File: config.mk
export PLATFORM = sky130hd
export DESIGN_NAME = ktpc_ctrl
export DESIGN_NICKNAME = d
export VERILOG_FILES = /design/src/design/ktpc_pkg.sv /design/src/design/ktpc_ctrl.sv
export SDC_FILE = /design/constraint.sdc
export NUM_CORES = 1
export LEC_CHECK = 0
export BUFFER_PORTS_ARGS = -buffer_cell sky130_fd_sc_hd__clkbuf_2
export CAP_MARGIN = 10
export CORE_AREA = 2 2 39 41
export DETAILED_ROUTE_END_ITERATION = 12
export DIE_AREA = 0 0 41 43
export HOLD_SLACK_MARGIN = 0.12
export RECOVER_POWER = 100
export SYNTH_ARGS = -nofsm -noshare
export SYNTH_HDL_FRONTEND = slang
export SYNTH_SLANG_ARGS = --single-unit
File: constraint.sdc
create_clock -name clk -period 1.5 [get_ports clk]
set_clock_uncertainty 0.1 [all_clocks]
set_input_delay 0 -clock clk [delete_from_list [all_inputs] [get_ports clk]]
set_output_delay 0 -clock clk [all_outputs]
set_load 0.05 [all_outputs]
File: src/design/ktpc_pkg.sv
// Package with opcodes, widths, delimiter and folding helpers.
package ktpc_pkg;

    localparam int OP_W    = 2;
    localparam int SLOT_W  = 5;
    localparam int POS_W   = 4;
    localparam int BYTE_W  = 8;
    localparam int TOTAL_W = 32;
    localparam int CFG_W   = 6;

    typedef enum logic [OP_W-1:0] {
        OP_LOAD = 2'd0,
        OP_TEXT = 2'd1,
        OP_PAGE = 2'd2,
        OP_READ = 2'd3
    } opcode_t;

    // Commands from the controller to the datapath.
    typedef struct packed {
        logic load;     // capture a keyword byte
        logic text;     // shift a text byte and start the compare sweep
        logic restart;  // clear history and marks
        logic step;     // compare one keyword and update its total
        logic read;     // register a total for output
    } ctrl_cmd_t;

    // Status from the datapath to the controller.
    typedef struct packed {
        logic last_kw;  // sweep index reached the final active keyword
        logic none;     // no active keyword
    } ctrl_stat_t;

    function automatic logic is_delim(input logic [BYTE_W-1:0] c);
        logic r;
        r = 1'b0;
        case (c)
            8'h2E, 8'h2C, 8'h2D, 8'h22, 8'h27, 8'h3B, 8'h3A, 8'h3F, 8'h21,
            8'h40, 8'h23, 8'h2F, 8'h26, 8'h2A, 8'h28, 8'h29, 8'h5B, 8'h5D,
            8'h7B, 8'h7D, 8'h3C, 8'h3E, 8'h5C, 8'h5F, 8'h7E, 8'h2B, 8'h3D,
            8'h20, 8'h09, 8'h0D, 8'h0A, 8'h0C, 8'h0B: r = 1'b1;
            default: r = 1'b0;
        endcase
        return r;
    endfunction

    function automatic logic [BYTE_W-1:0] fold(input logic [BYTE_W-1:0] c);
        logic [BYTE_W-1:0] r;
        r = c;
        if (c >= 8'h41 && c <= 8'h5A)
            r = c + 8'd32;
        return r;
    endfunction

endpackage

File: src/design/ktpc_ctrl.sv
// Controller: handshakes, opcode decode and keyword sweep sequencing.
module ktpc_ctrl (
    input  logic                         clk,
    input  logic                         rst_n,
    input  logic                         in_valid,
    output logic                         in_ready,
    input  logic [ktpc_pkg::OP_W-1:0]    opcode,
    input  logic [ktpc_pkg::BYTE_W-1:0]  data_byte,
    output logic                         out_valid,
    input  logic                         out_ready,
    output ktpc_pkg::ctrl_cmd_t          cmd,
    input  ktpc_pkg::ctrl_stat_t         stat
);
    typedef enum logic [0:0] {ST_IDLE, ST_SWEEP} state_t;
    state_t state_reg, state_next;
    logic   out_valid_reg, out_valid_next;
    logic   acc;
    ktpc_pkg::opcode_t op;

    assign op        = ktpc_pkg::opcode_t'(opcode);
    assign in_ready  = (state_reg == ST_IDLE) && (!out_valid_reg || out_ready);
    assign acc       = in_valid && in_ready;
    assign out_valid = out_valid_reg;

    always_comb
    begin
        cmd = '0;
        state_next = state_reg;
        out_valid_next = out_valid_reg && !out_ready;
        case (state_reg)
            ST_IDLE:
            begin
                if (acc)
                begin
                    case (op)
                        ktpc_pkg::OP_LOAD: cmd.load = 1'b1;
                        ktpc_pkg::OP_TEXT:
                        begin
                            if (data_byte == '0)
                                cmd.restart = 1'b1;
                            else
                            begin
                                cmd.text = 1'b1;
                                if (!stat.none)
                                    state_next = ST_SWEEP;
                            end
                        end
                        ktpc_pkg::OP_PAGE: cmd.restart = 1'b1;
                        ktpc_pkg::OP_READ:
                        begin
                            cmd.read = 1'b1;
                            out_valid_next = 1'b1;
                        end
                        default: cmd = '0;
                    endcase
                end
            end
            ST_SWEEP:
            begin
                cmd.step = 1'b1;
                if (stat.last_kw)
                    state_next = ST_IDLE;
            end
            default: state_next = ST_IDLE;
        endcase
    end

    always_ff @(posedge clk or negedge rst_n)
    begin
        if (!rst_n)
        begin
            state_reg     <= ST_IDLE;
            out_valid_reg <= 1'b0;
        end
        else
        begin
            state_reg     <= state_next;
            out_valid_reg <= out_valid_next;
        end
    end
endmodule

==> results of run 1 <==
[cells in the final DEF, fill, tap and decap left out, types with 3 or more instances in the layout]
| master | netlist | final |
|---|---|---|
| clkbuf_2 | 0 | 17 |
| inv_1 | 3 | 3 |
| clkbuf_4 | 0 | 3 |
| dlygate4sd3_1 | 0 | 8 |
| ha_1 | 4 | 4 |
[power breakdown]
| part | leakage, nW | total [mW] | switching [mW] | internal (mW) |
|---|---|---|---|---|
| registers | 0.0268 | 0.0612 | 0.00288 | 0.0583 |
| clock network | 0.0138 | 0.118 | 0.0297 | 0.0882 |
| logic | 0.236 | 0.143 | 0.0753 | 0.0680 |
| total | 0.277 | 0.322 | 0.108 | 0.214 |
[stage by stage]
step | setup TNS, ns | instances | total power [mW]
after floorplan | 0 | 24 | 0.133
after global placement | 0 | 62 | 0.171
after global routing | -0.202 | 74 | 0.346
after detailed placement | 0 | 62 | 0.172
after CTS | -0.0418 | 73 | 0.324
final | 0 | 74 | 0.322
[cells by family (layout without fill, tap and decap cells)]
group	count (synthesis)	after routing	synth area share
AND/OR/NAND/NOR	11	11	0.389
adder cells (fa/ha/maj)	4	4	0.211
buffers and inverters	4	38	0.0790
AO/OA/AOI/OAI	3	3	0.111
flip-flops	2	2	0.211
[area by class of cell]
cell class	instances	area (um2)	share of cell area
Tap cell	16	20.0	0.0375
Sequential cell	2	50.0	0.0937
Multi-Input combinational cell	18	189	0.354
Clock buffer	3	22.5	0.0422
Inverter	3	11.3	0.0211
Timing Repair Buffer	32	241	0.452
[final timing paths]
path | startpoint | end | cells past startpoint
setup reg to reg | out_valid$_DFF_PN0_ | out_valid$_DFF_PN0_ | 4
setup / recovery | out_valid$_DFF_PN0_ | cmd[2] | 4
max in group asynchronous | rst_n | state_reg$_DFF_PN0_ | 3
hold reg to reg | out_valid$_DFF_PN0_ | out_valid$_DFF_PN0_ | 2
min in group asynchronous | rst_n | out_valid$_DFF_PN0_ | 3
hold / removal | data_byte[5] | state_reg$_DFF_PN0_ | 4
[layer usage]
metal  vias to the layer above  share of wire
met1                       136           0.34
met4                         0              0
met2                        15           0.58
li1                        152              -
met5                         -              0
met3                         0          0.077
[worst max-delay path, delay by kind of cell (launching register included)]
kind | cells | cell delay [ns]
buf+inv | 1 | 0.14
simple gates | 3 | 0.64
flops | 1 | 0.36
[what timing repair did]
| item | in CTS | in global routing |
|---|---|---|
| gates cloned | 0 | 0 |
| hold endpoints to repair | 4 | 1 |
| setup buffers | 0 | 1 |
| pin swaps | 1 | 3 |
| setup endpoints to repair | 4 | 4 |
| gates resized for setup | 9 | 4 |
==> metrics.txt, run 1 <==
run status completed; Crit. End Element output pin; vias in the first global route 293; I/O pins 23; Routed Antenna Nets 0; Mapped Nets 44; CP cell instances nor2b_4 > nor3b_4 > and3_4 > buf_8; Root Driver clkbuf_4; filler instances 158; DP HPWL 527 um; cell area after layout 534 um2; vias per cell 4.09; Worst Hold Slack 0.0606 ns; Setup Crit Path Kind reg -> out; Max VDD drop 0.000197 V; Initial Utilization 0.172; Final nets 80; CTS tree done; PnR worst setup slack 0.0210 ns; Detailed Route WL 672 um; RePlAce Congestion 0.703; min Tclk post-route 1.48 ns; endpoints failing hold 0; Netlist cell types 16; Mapped Area 238 um2; Synth Register Bits 2; FMAX 676 MHz; Iter 0 DRT Violations 0; pre-CTS setup slack 0.102 ns; Post-DP Area 374 um2; Max clock buf depth 2; P_leak 0.277 nW; async set-reset flop share out of synthesis 1.00; RSZ-0062 raised after global routing yes; clk slew on worst S/H paths 0.03 ns; drc violations 0; Worst path max stage delay 0.36 ns; hold_buf cts 8; post-layout util 0.386; largest net degree at the start of global routing 7; slew at the pin closest to its max-slew limit 0.593 ns; share of cells above drive strength 1 0.603; Clock Sinks 2; number of synthesized flops with an enable pin 0; gr busiest metal met2; path type of the worst min-delay path in -> reg; grt met3 use 0.0314; IO buf count 22; Yosys top cell area share 0.211; GR Util All Layers 0.0922; M1 GR Usage 0.0863; detailed-route wire length per cell 9.08 um; Final setup violation count 0; H-tree lvl count 1; DIE WIDTH 41 um; most frequent cell after synthesis ha_1; CTS Buf Count 3; largest fanout on the critical path 6; diodes inserted 0; setup slack, reg-to-reg 0.31 ns; GR Util met2 0.156; total grt overflow 0; synth warn 0; Area Overhead vs Synth 125%; PwrDens 603 mW/mm2; core area 0.00138 mm2; most common flop cell mapped by yosys dfrtp_1; Gate Count Post-Synth 24; initial antenna violation count 0; Row Count 14; top post-synthesis cells by count ha_1 (4), inv_1 (3), and2_1 (2), dfrtp_1 (2), nor4_2 (2); Final period util 0.986; Slowest-stage cell, CP dfrtp_1; Synth area leader dfrtp_1; Vias 303; max cap viols 0; first-pass GRT wire length 1080 um; Final Slew Violations 0; synth top area cells dfrtp_1 (21%), ha_1 (21%), nor4_2 (11%), nor2b_4 (5.8%), and2_1 (5.3%); Startpoint Class flop; average size of a mapped cell 9.91 um2; Crit path required time 1.40 ns; CP Data Arrival Time 1.38 ns; Clock Latency Late Sink 0.22 ns; Die H 43 um; post-synthesis sequential area ratio 0.211; Pre-Repair DR Iteration Count 1; Die Area 0.00176 mm2; slew margin rel. 0.606
Note: power is estimated with default switching activity, not from simulation.
==> run 2: changes to the inputs <==
--- a/config.mk
+++ b/config.mk
@@ -12,6 +12,7 @@
 export DIE_AREA = 0 0 41 43
 export HOLD_SLACK_MARGIN = 0.12
 export RECOVER_POWER = 100
+export REMOVE_ABC_BUFFERS = 1
 export SYNTH_ARGS = -nofsm -noshare
 export SYNTH_HDL_FRONTEND = slang
 export SYNTH_SLANG_ARGS = --single-unit
==> run 2 against run 1 <==
Register-to-register slack gained 0.06 ns. Sequential power grew 2%. Total power shrank 4.9%. Maximum frequency grew 0.26%. Critical path depth is the same. First-iteration DRC count grew 2. Die area is the same. Critical path type unchanged. Highest routed layer unchanged.
==> metrics.txt, run 2 (synthesized netlist as in run 1, its figures left out) <==
drc violations 0 (unchanged); Hold EP state_reg$_DFF_PN0_; hold path start data_byte[5]; TNS Setup 0 ns (unchanged); diodes inserted 0 (unchanged); Die H 43 um (unchanged); Final setup violation count 0 (unchanged); Non-Filler Instances 71 (-4.1%); P_leak 0.261 nW (-5.8%); RSZ-0062 raised after global routing yes; setup slack, reg-to-reg 0.37 ns (+0.06 ns); Crit. End Element output pin; max cap viols 0 (unchanged); Root Driver clkbuf_4; Max clock buf depth 2 (unchanged); CTS Buf Count 3 (unchanged); path type of the worst min-delay path in -> reg; H-tree lvl count 1 (unchanged); Post-DP Area 360 um2 (-3.7%); slew at the pin closest to its max-slew limit 0.591 ns (-0.00192 ns); worst reg2reg endpoint state_reg$_DFF_PN0_; clk slew on worst S/H paths 0.03 ns (about the same); detailed-route wire length per cell 8.62 um (-5.1%); PwrDens 628 mW/mm2 (+4.1%); I/O pins 23 (unchanged); Worst path max stage delay 0.37 ns (about the same); Clock Sinks 2 (unchanged); Initial Utilization 0.172 (unchanged); vias in the first global route 281 (-4.1%); Setup Crit Path Kind reg -> out; min Tclk post-route 1.48 ns (-0.00389 ns); first-pass GRT wire length 952 um (-12%); Die Area 0.00176 mm2 (unchanged); R2R Path Start out_valid$_DFF_PN0_; initial antenna violation count 0 (unchanged); CP cell instances nor2b_4 > nor3b_4 > and3_2 > clkbuf_8; FMAX 678 MHz (+0.26%); hold depth 4 (unchanged); Setup Fix Bufs, Post-CTS 0 (unchanged); Final Slew Violations 0 (unchanged); CP Data Arrival Time 1.38 ns (about the same); Worst R2R Path Depth 3 (-1); share of cells above drive strength 1 0.527 (-0.0762); Startpoint Class flop; area of the multi-input gates 175 um2 (-7.3%); Slowest-stage cell, CP dfrtp_1; most common cell after layout, fill and taps aside clkbuf_2; filler instances 153 (-3.2%); slew margin rel. 0.607 (+0.00128); Final period util 0.983 (-0.00259); DIE WIDTH 41 um (unchanged); Routed Antenna Nets 0 (unchanged); Row Count 14 (unchanged); DP HPWL 484 um (-8.1%); run status completed; Iter 0 DRT Violations 2 (+2); CTS tree done; cell area after layout 488 um2 (-8.7%); Pre-Repair DR Iteration Count 4 (+3); Clock Latency Late Sink 0.22 ns (about the same); Seq. cell area 50.0 um2 (unchanged); dpl cells 61 (-1.6%); Area Overhead vs Synth 105%; largest fanout on the critical path 6 (unchanged); most frequent cells in the layout clkbuf_2 (17), dlygate4sd3_1 (7), ha_1 (4); IO buf count 22 (unchanged); core area 0.00138 mm2 (unchanged); vias per cell 3.89 (-5.1%); hold_buf cts 7 (-1); total grt overflow 0 (unchanged); Max VDD drop 0.000175 V (-11%); RePlAce Congestion 0.618 (-12%); largest net degree at the start of global routing 7 (unchanged); GR Util All Layers 0.0802 (-0.0120); Detailed Route WL 612 um (-8.9%); endpoints failing hold 0 (unchanged); Final nets 77 (-3.8%); Vias 276 (-8.9%); Crit path required time 1.40 ns (about the same)
## run 2: cell types whose count changed in the layout (fill, tap and decap cells not counted), sizes merged
cell	delta
dlygate4sd3	-1
buf	-2
## run 2: worst max-delay path: cells and delay by family (launching register included)
family | cells | cell delay (ns)
and+or+nand+nor | 3 | 0.61
DFF | 1 | 0.37
buffers and inverters | 1 | 0.17
## run 2: stage by stage
stage	hold WS (ns)	worst slack, ns	power, mW	utilization
floorplan	-0.396	-0.0961	0.128	-
global placement	-0.311	0.142	0.167	0.260
detailed placement	-0.312	0.114	0.167	0.260
CTS	0.0522	0.00352	0.315	0.348
global route	0.0738	-0.0452	0.325	0.353
finish	0.0603	0.0248	0.306	0.353
## run 2: worst max path at each step
stage          depth (start not counted)                 from  slack [ns]  endpoint
3_3_place_gp                           4  out_valid$_DFF_PN0_        0.14    cmd[3]
2_1_floorplan                          3  out_valid$_DFF_PN0_        -0.1    cmd[2]
3_5_place_dp                           4  out_valid$_DFF_PN0_        0.11    cmd[3]
5_1_grt                                4  out_valid$_DFF_PN0_       -0.05    cmd[2]
4_1_cts                                4  out_valid$_DFF_PN0_       0.004    cmd[3]
6_report                               4  out_valid$_DFF_PN0_        0.02    cmd[3]
## run 2: layer usage
metal	GRT usage	up-vias	wire, um	part of all wire
met5	0	-	0	0
met4	0.0800	0	0	0
met3	0	0	53	0.087
met2	0.125	15	327	0.53
met1	0.0895	115	231	0.38
li1	-	146	-	-
## run 2: layout make-up
| type | count | share of cell area |
|---|---|---|
| flip-flops and latches | 2 | 0.103 |
| clock buffers | 3 | 0.0462 |
| inverters | 3 | 0.0231 |
| repair buffers | 29 | 0.428 |
| well taps | 16 | 0.0410 |
| multi-input cells | 18 | 0.359 |
## run 2: timing repair
action / CTS / global route
resized for setup: 7 / 4
endpoints found under the hold margin: 4 / 1
pin swaps: 0 / 0
cloned: 0 / 0
setup endpoints to repair: 4 / 4
## run 2: where the power goes
group	internal (mW)	switching, mW	leakage [nW]	total, mW
Clock	0.0881	0.0285	0.0138	0.117
Sequential	0.0583	0.00428	0.0268	0.0626
Combinational	0.0567	0.0704	0.220	0.127
Total	0.203	0.103	0.261	0.306
==> run 3: changes to the inputs <==
==> constraint.sdc (replaced) <==
create_clock -name clk -period 1.8 [get_ports clk]
set_clock_uncertainty 0.1 [all_clocks]
set_input_delay 0 -clock clk [delete_from_list [all_inputs] [get_ports clk]]
set_output_delay 0 -clock clk [all_outputs]
set_load 0.05 [all_outputs]
==> run 3 against run 2 <==
Combinational power shrank 22%. Register-to-register slack got worse by 0.23 ns. Non-clock buffer count shrank 1. Worst hold slack improved by 0.45 ns. Count of clock-buffer cells in the layout unchanged. Global-route usage fell by 0.50 points. Sequential cell count unchanged. Worst setup slack improved by 0.10 ns. Clock power down 16%. Via count up 2.9%. Critical path depth up 2.
==> metrics.txt, run 3 (synthesized netlist as in run 1, its figures left out) <==
largest fanout on the critical path 6 (unchanged); CTS Buf Count 3 (unchanged); Die H 43 um (unchanged); P_leak 0.246 nW (-5.7%); vias in the first global route 270 (-3.9%); slew at the pin closest to its max-slew limit 0.596 ns (+0.00497 ns); RSZ-0062 raised after global routing no; Design Power 0.249 mW (-19%); Setup Crit Path Kind in -> reg; most frequent cells in the layout clkbuf_2 (19), dlygate4sd3_1 (6), ha_1 (4); met2 routed WL 320 um (-2.1%); total grt overflow 0 (unchanged); WL met3 65 um (+23%); filler instances 156 (+2.0%); GR Util All Layers 0.0752 (-0.00501); Startpoint Class input port; Iter 0 DRT Violations 1 (-1); diodes inserted 0 (unchanged); Post-DP Area 360 um2 (unchanged); Int Pwr 0.163 mW (-20%); Final setup violation count 0 (unchanged); Crit. End Element flop; Top Layer Used met3; most common cell after layout, fill and taps aside clkbuf_2; hold path start data_byte[6]; Routed Antenna Nets 0 (unchanged); Met1 Routed Length 213 um (-7.8%); clk slew on worst S/H paths 0.03 ns (about the same); Pre-Repair DR Iteration Count 2 (-2); Row Count 14 (unchanged); largest net degree at the start of global routing 7 (unchanged); first-pass GRT wire length 903 um (-5.1%); slew margin rel. 0.604 (-0.00330); switching share of power 0.346 (+0.00923); Flop pwr share 0.209 (+0.005); endpoints failing hold 0 (unchanged); R2R Path Start out_valid$_DFF_PN0_; detailed-route wire length per cell 8.54 um (-0.89%); Clock Sinks 2 (unchanged); Max clock buf depth 2 (unchanged); run status completed; drc violations 0 (unchanged); post-layout util 0.322 (-0.0307); Vias 284 (+2.9%); PwrDens 560 mW/mm2 (-11%); clock share of power 0.394 (+0.013); core area 0.00138 mm2 (unchanged); max cap viols 0 (unchanged); share of cells above drive strength 1 0.500 (-0.0273); min Tclk post-route 1.67 ns; vias per cell 4.06 (+4.4%); CP Data Arrival Time 1.67 ns (+0.29 ns); Area Overhead vs Synth 87.4%; Initial Utilization 0.172 (unchanged); FMAX 598 MHz; Final period util 0.928; RePlAce Congestion 0.618 (about the same); initial antenna violation count 0 (unchanged); Crit path required time 1.80 ns (+0.40 ns); I/O pins 23 (unchanged); Final nets 76 (-1.3%); Detailed Route WL 598 um (-2.3%); Comb power frac 0.397 (-0.018); CTS tree done; path type of the worst min-delay path in -> out; Max VDD drop 0.000134 V (-24%); Die Area 0.00176 mm2 (unchanged); H-tree lvl count 1 (unchanged); cell area after layout 445 um2 (-8.7%); Crit. Startpoint out_ready; Root Driver clkbuf_4; area of the multi-input gates 175 um2 (unchanged); Final Slew Violations 0 (unchanged); Sw Pwr 0.0863 mW (-16%); TNS Setup 0 ns (unchanged); IO buf count 22 (unchanged); Seq. cell area 50.0 um2 (unchanged); Clock Latency Late Sink 0.22 ns (about the same); DIE WIDTH 41 um (unchanged)
[run 3: cell count changes in the layout (fill, tap and decap cells not counted), sizes merged]
cell / previous run / this run
buf: 2 / 0
dlygate4sd3: 7 / 6
clkbuf: 23 / 25
[run 3: metal layers]
metal,vias up,GRT usage
li1,144,-
met1,125,0.0863
met2,15,0.113
met3,0,0
met4,0,0.0800
met5,-,0
[run 3: final timing paths]
check | to | slack, ns | cells past startpoint
min in group asynchronous | out_valid$_DFF_PN0_ | 0.53 | 3
hold reg to reg | state_reg$_DFF_PN0_ | 1.07 | 2
hold / removal | cmd[3] | 0.51 | 5
setup / recovery | state_reg$_DFF_PN0_ | 0.13 | 6
max in group asynchronous | state_reg$_DFF_PN0_ | 0.94 | 3
setup reg to reg | state_reg$_DFF_PN0_ | 0.14 | 4
[run 3: timing repair]
item / 4_1_cts / 5_1_grt
endpoints found under the hold margin: 4 / 0
setup endpoints to repair: 0 / 1
setup buffers: 0 / 0
gates resized for setup: 0 / 1
hold buffers: 6 / 0
[run 3: critical path: stages]
cell           delay (ns)
dlygate4sd3_1        0.54
clkbuf_2             0.12
nor2b_4              0.15
nor3b_4              0.07
a32o_1               0.24
dlygate4sd3_1        0.54
[run 3: through the flow]
stage / setup WS, ns / hold WS, ns / cells
CTS: 0.0840 / 0.530 / 70
detailed placement: 0.403 / -0.311 / 61
finish: 0.129 / 0.514 / 70
global route: 0.0580 / 0.542 / 70
floorplan: 0.204 / -0.396 / 23
global placement: 0.443 / -0.311 / 61
[run 3: power groups by stage]
stage / Sequential (mW) / Combinational [mW] / Clock (mW)
6_report: 0.0521 / 0.0989 / 0.0983
5_1_grt: 0.0527 / 0.107 / 0.102
4_1_cts: 0.0517 / 0.0991 / 0.104
3_5_place_dp: 0.0522 / 0.0876 / 0
3_3_place_gp: 0.0518 / 0.0872 / 0
2_1_floorplan: 0.0632 / 0.0436 / 0
[run 3: area by class of cell]
type	instances	share of cell area
timing repair buffer	28	0.374
multi-input combinational	18	0.393
clock buffer	3	0.0506
inverter	3	0.0253
sequential	2	0.112
tap	16	0.0449
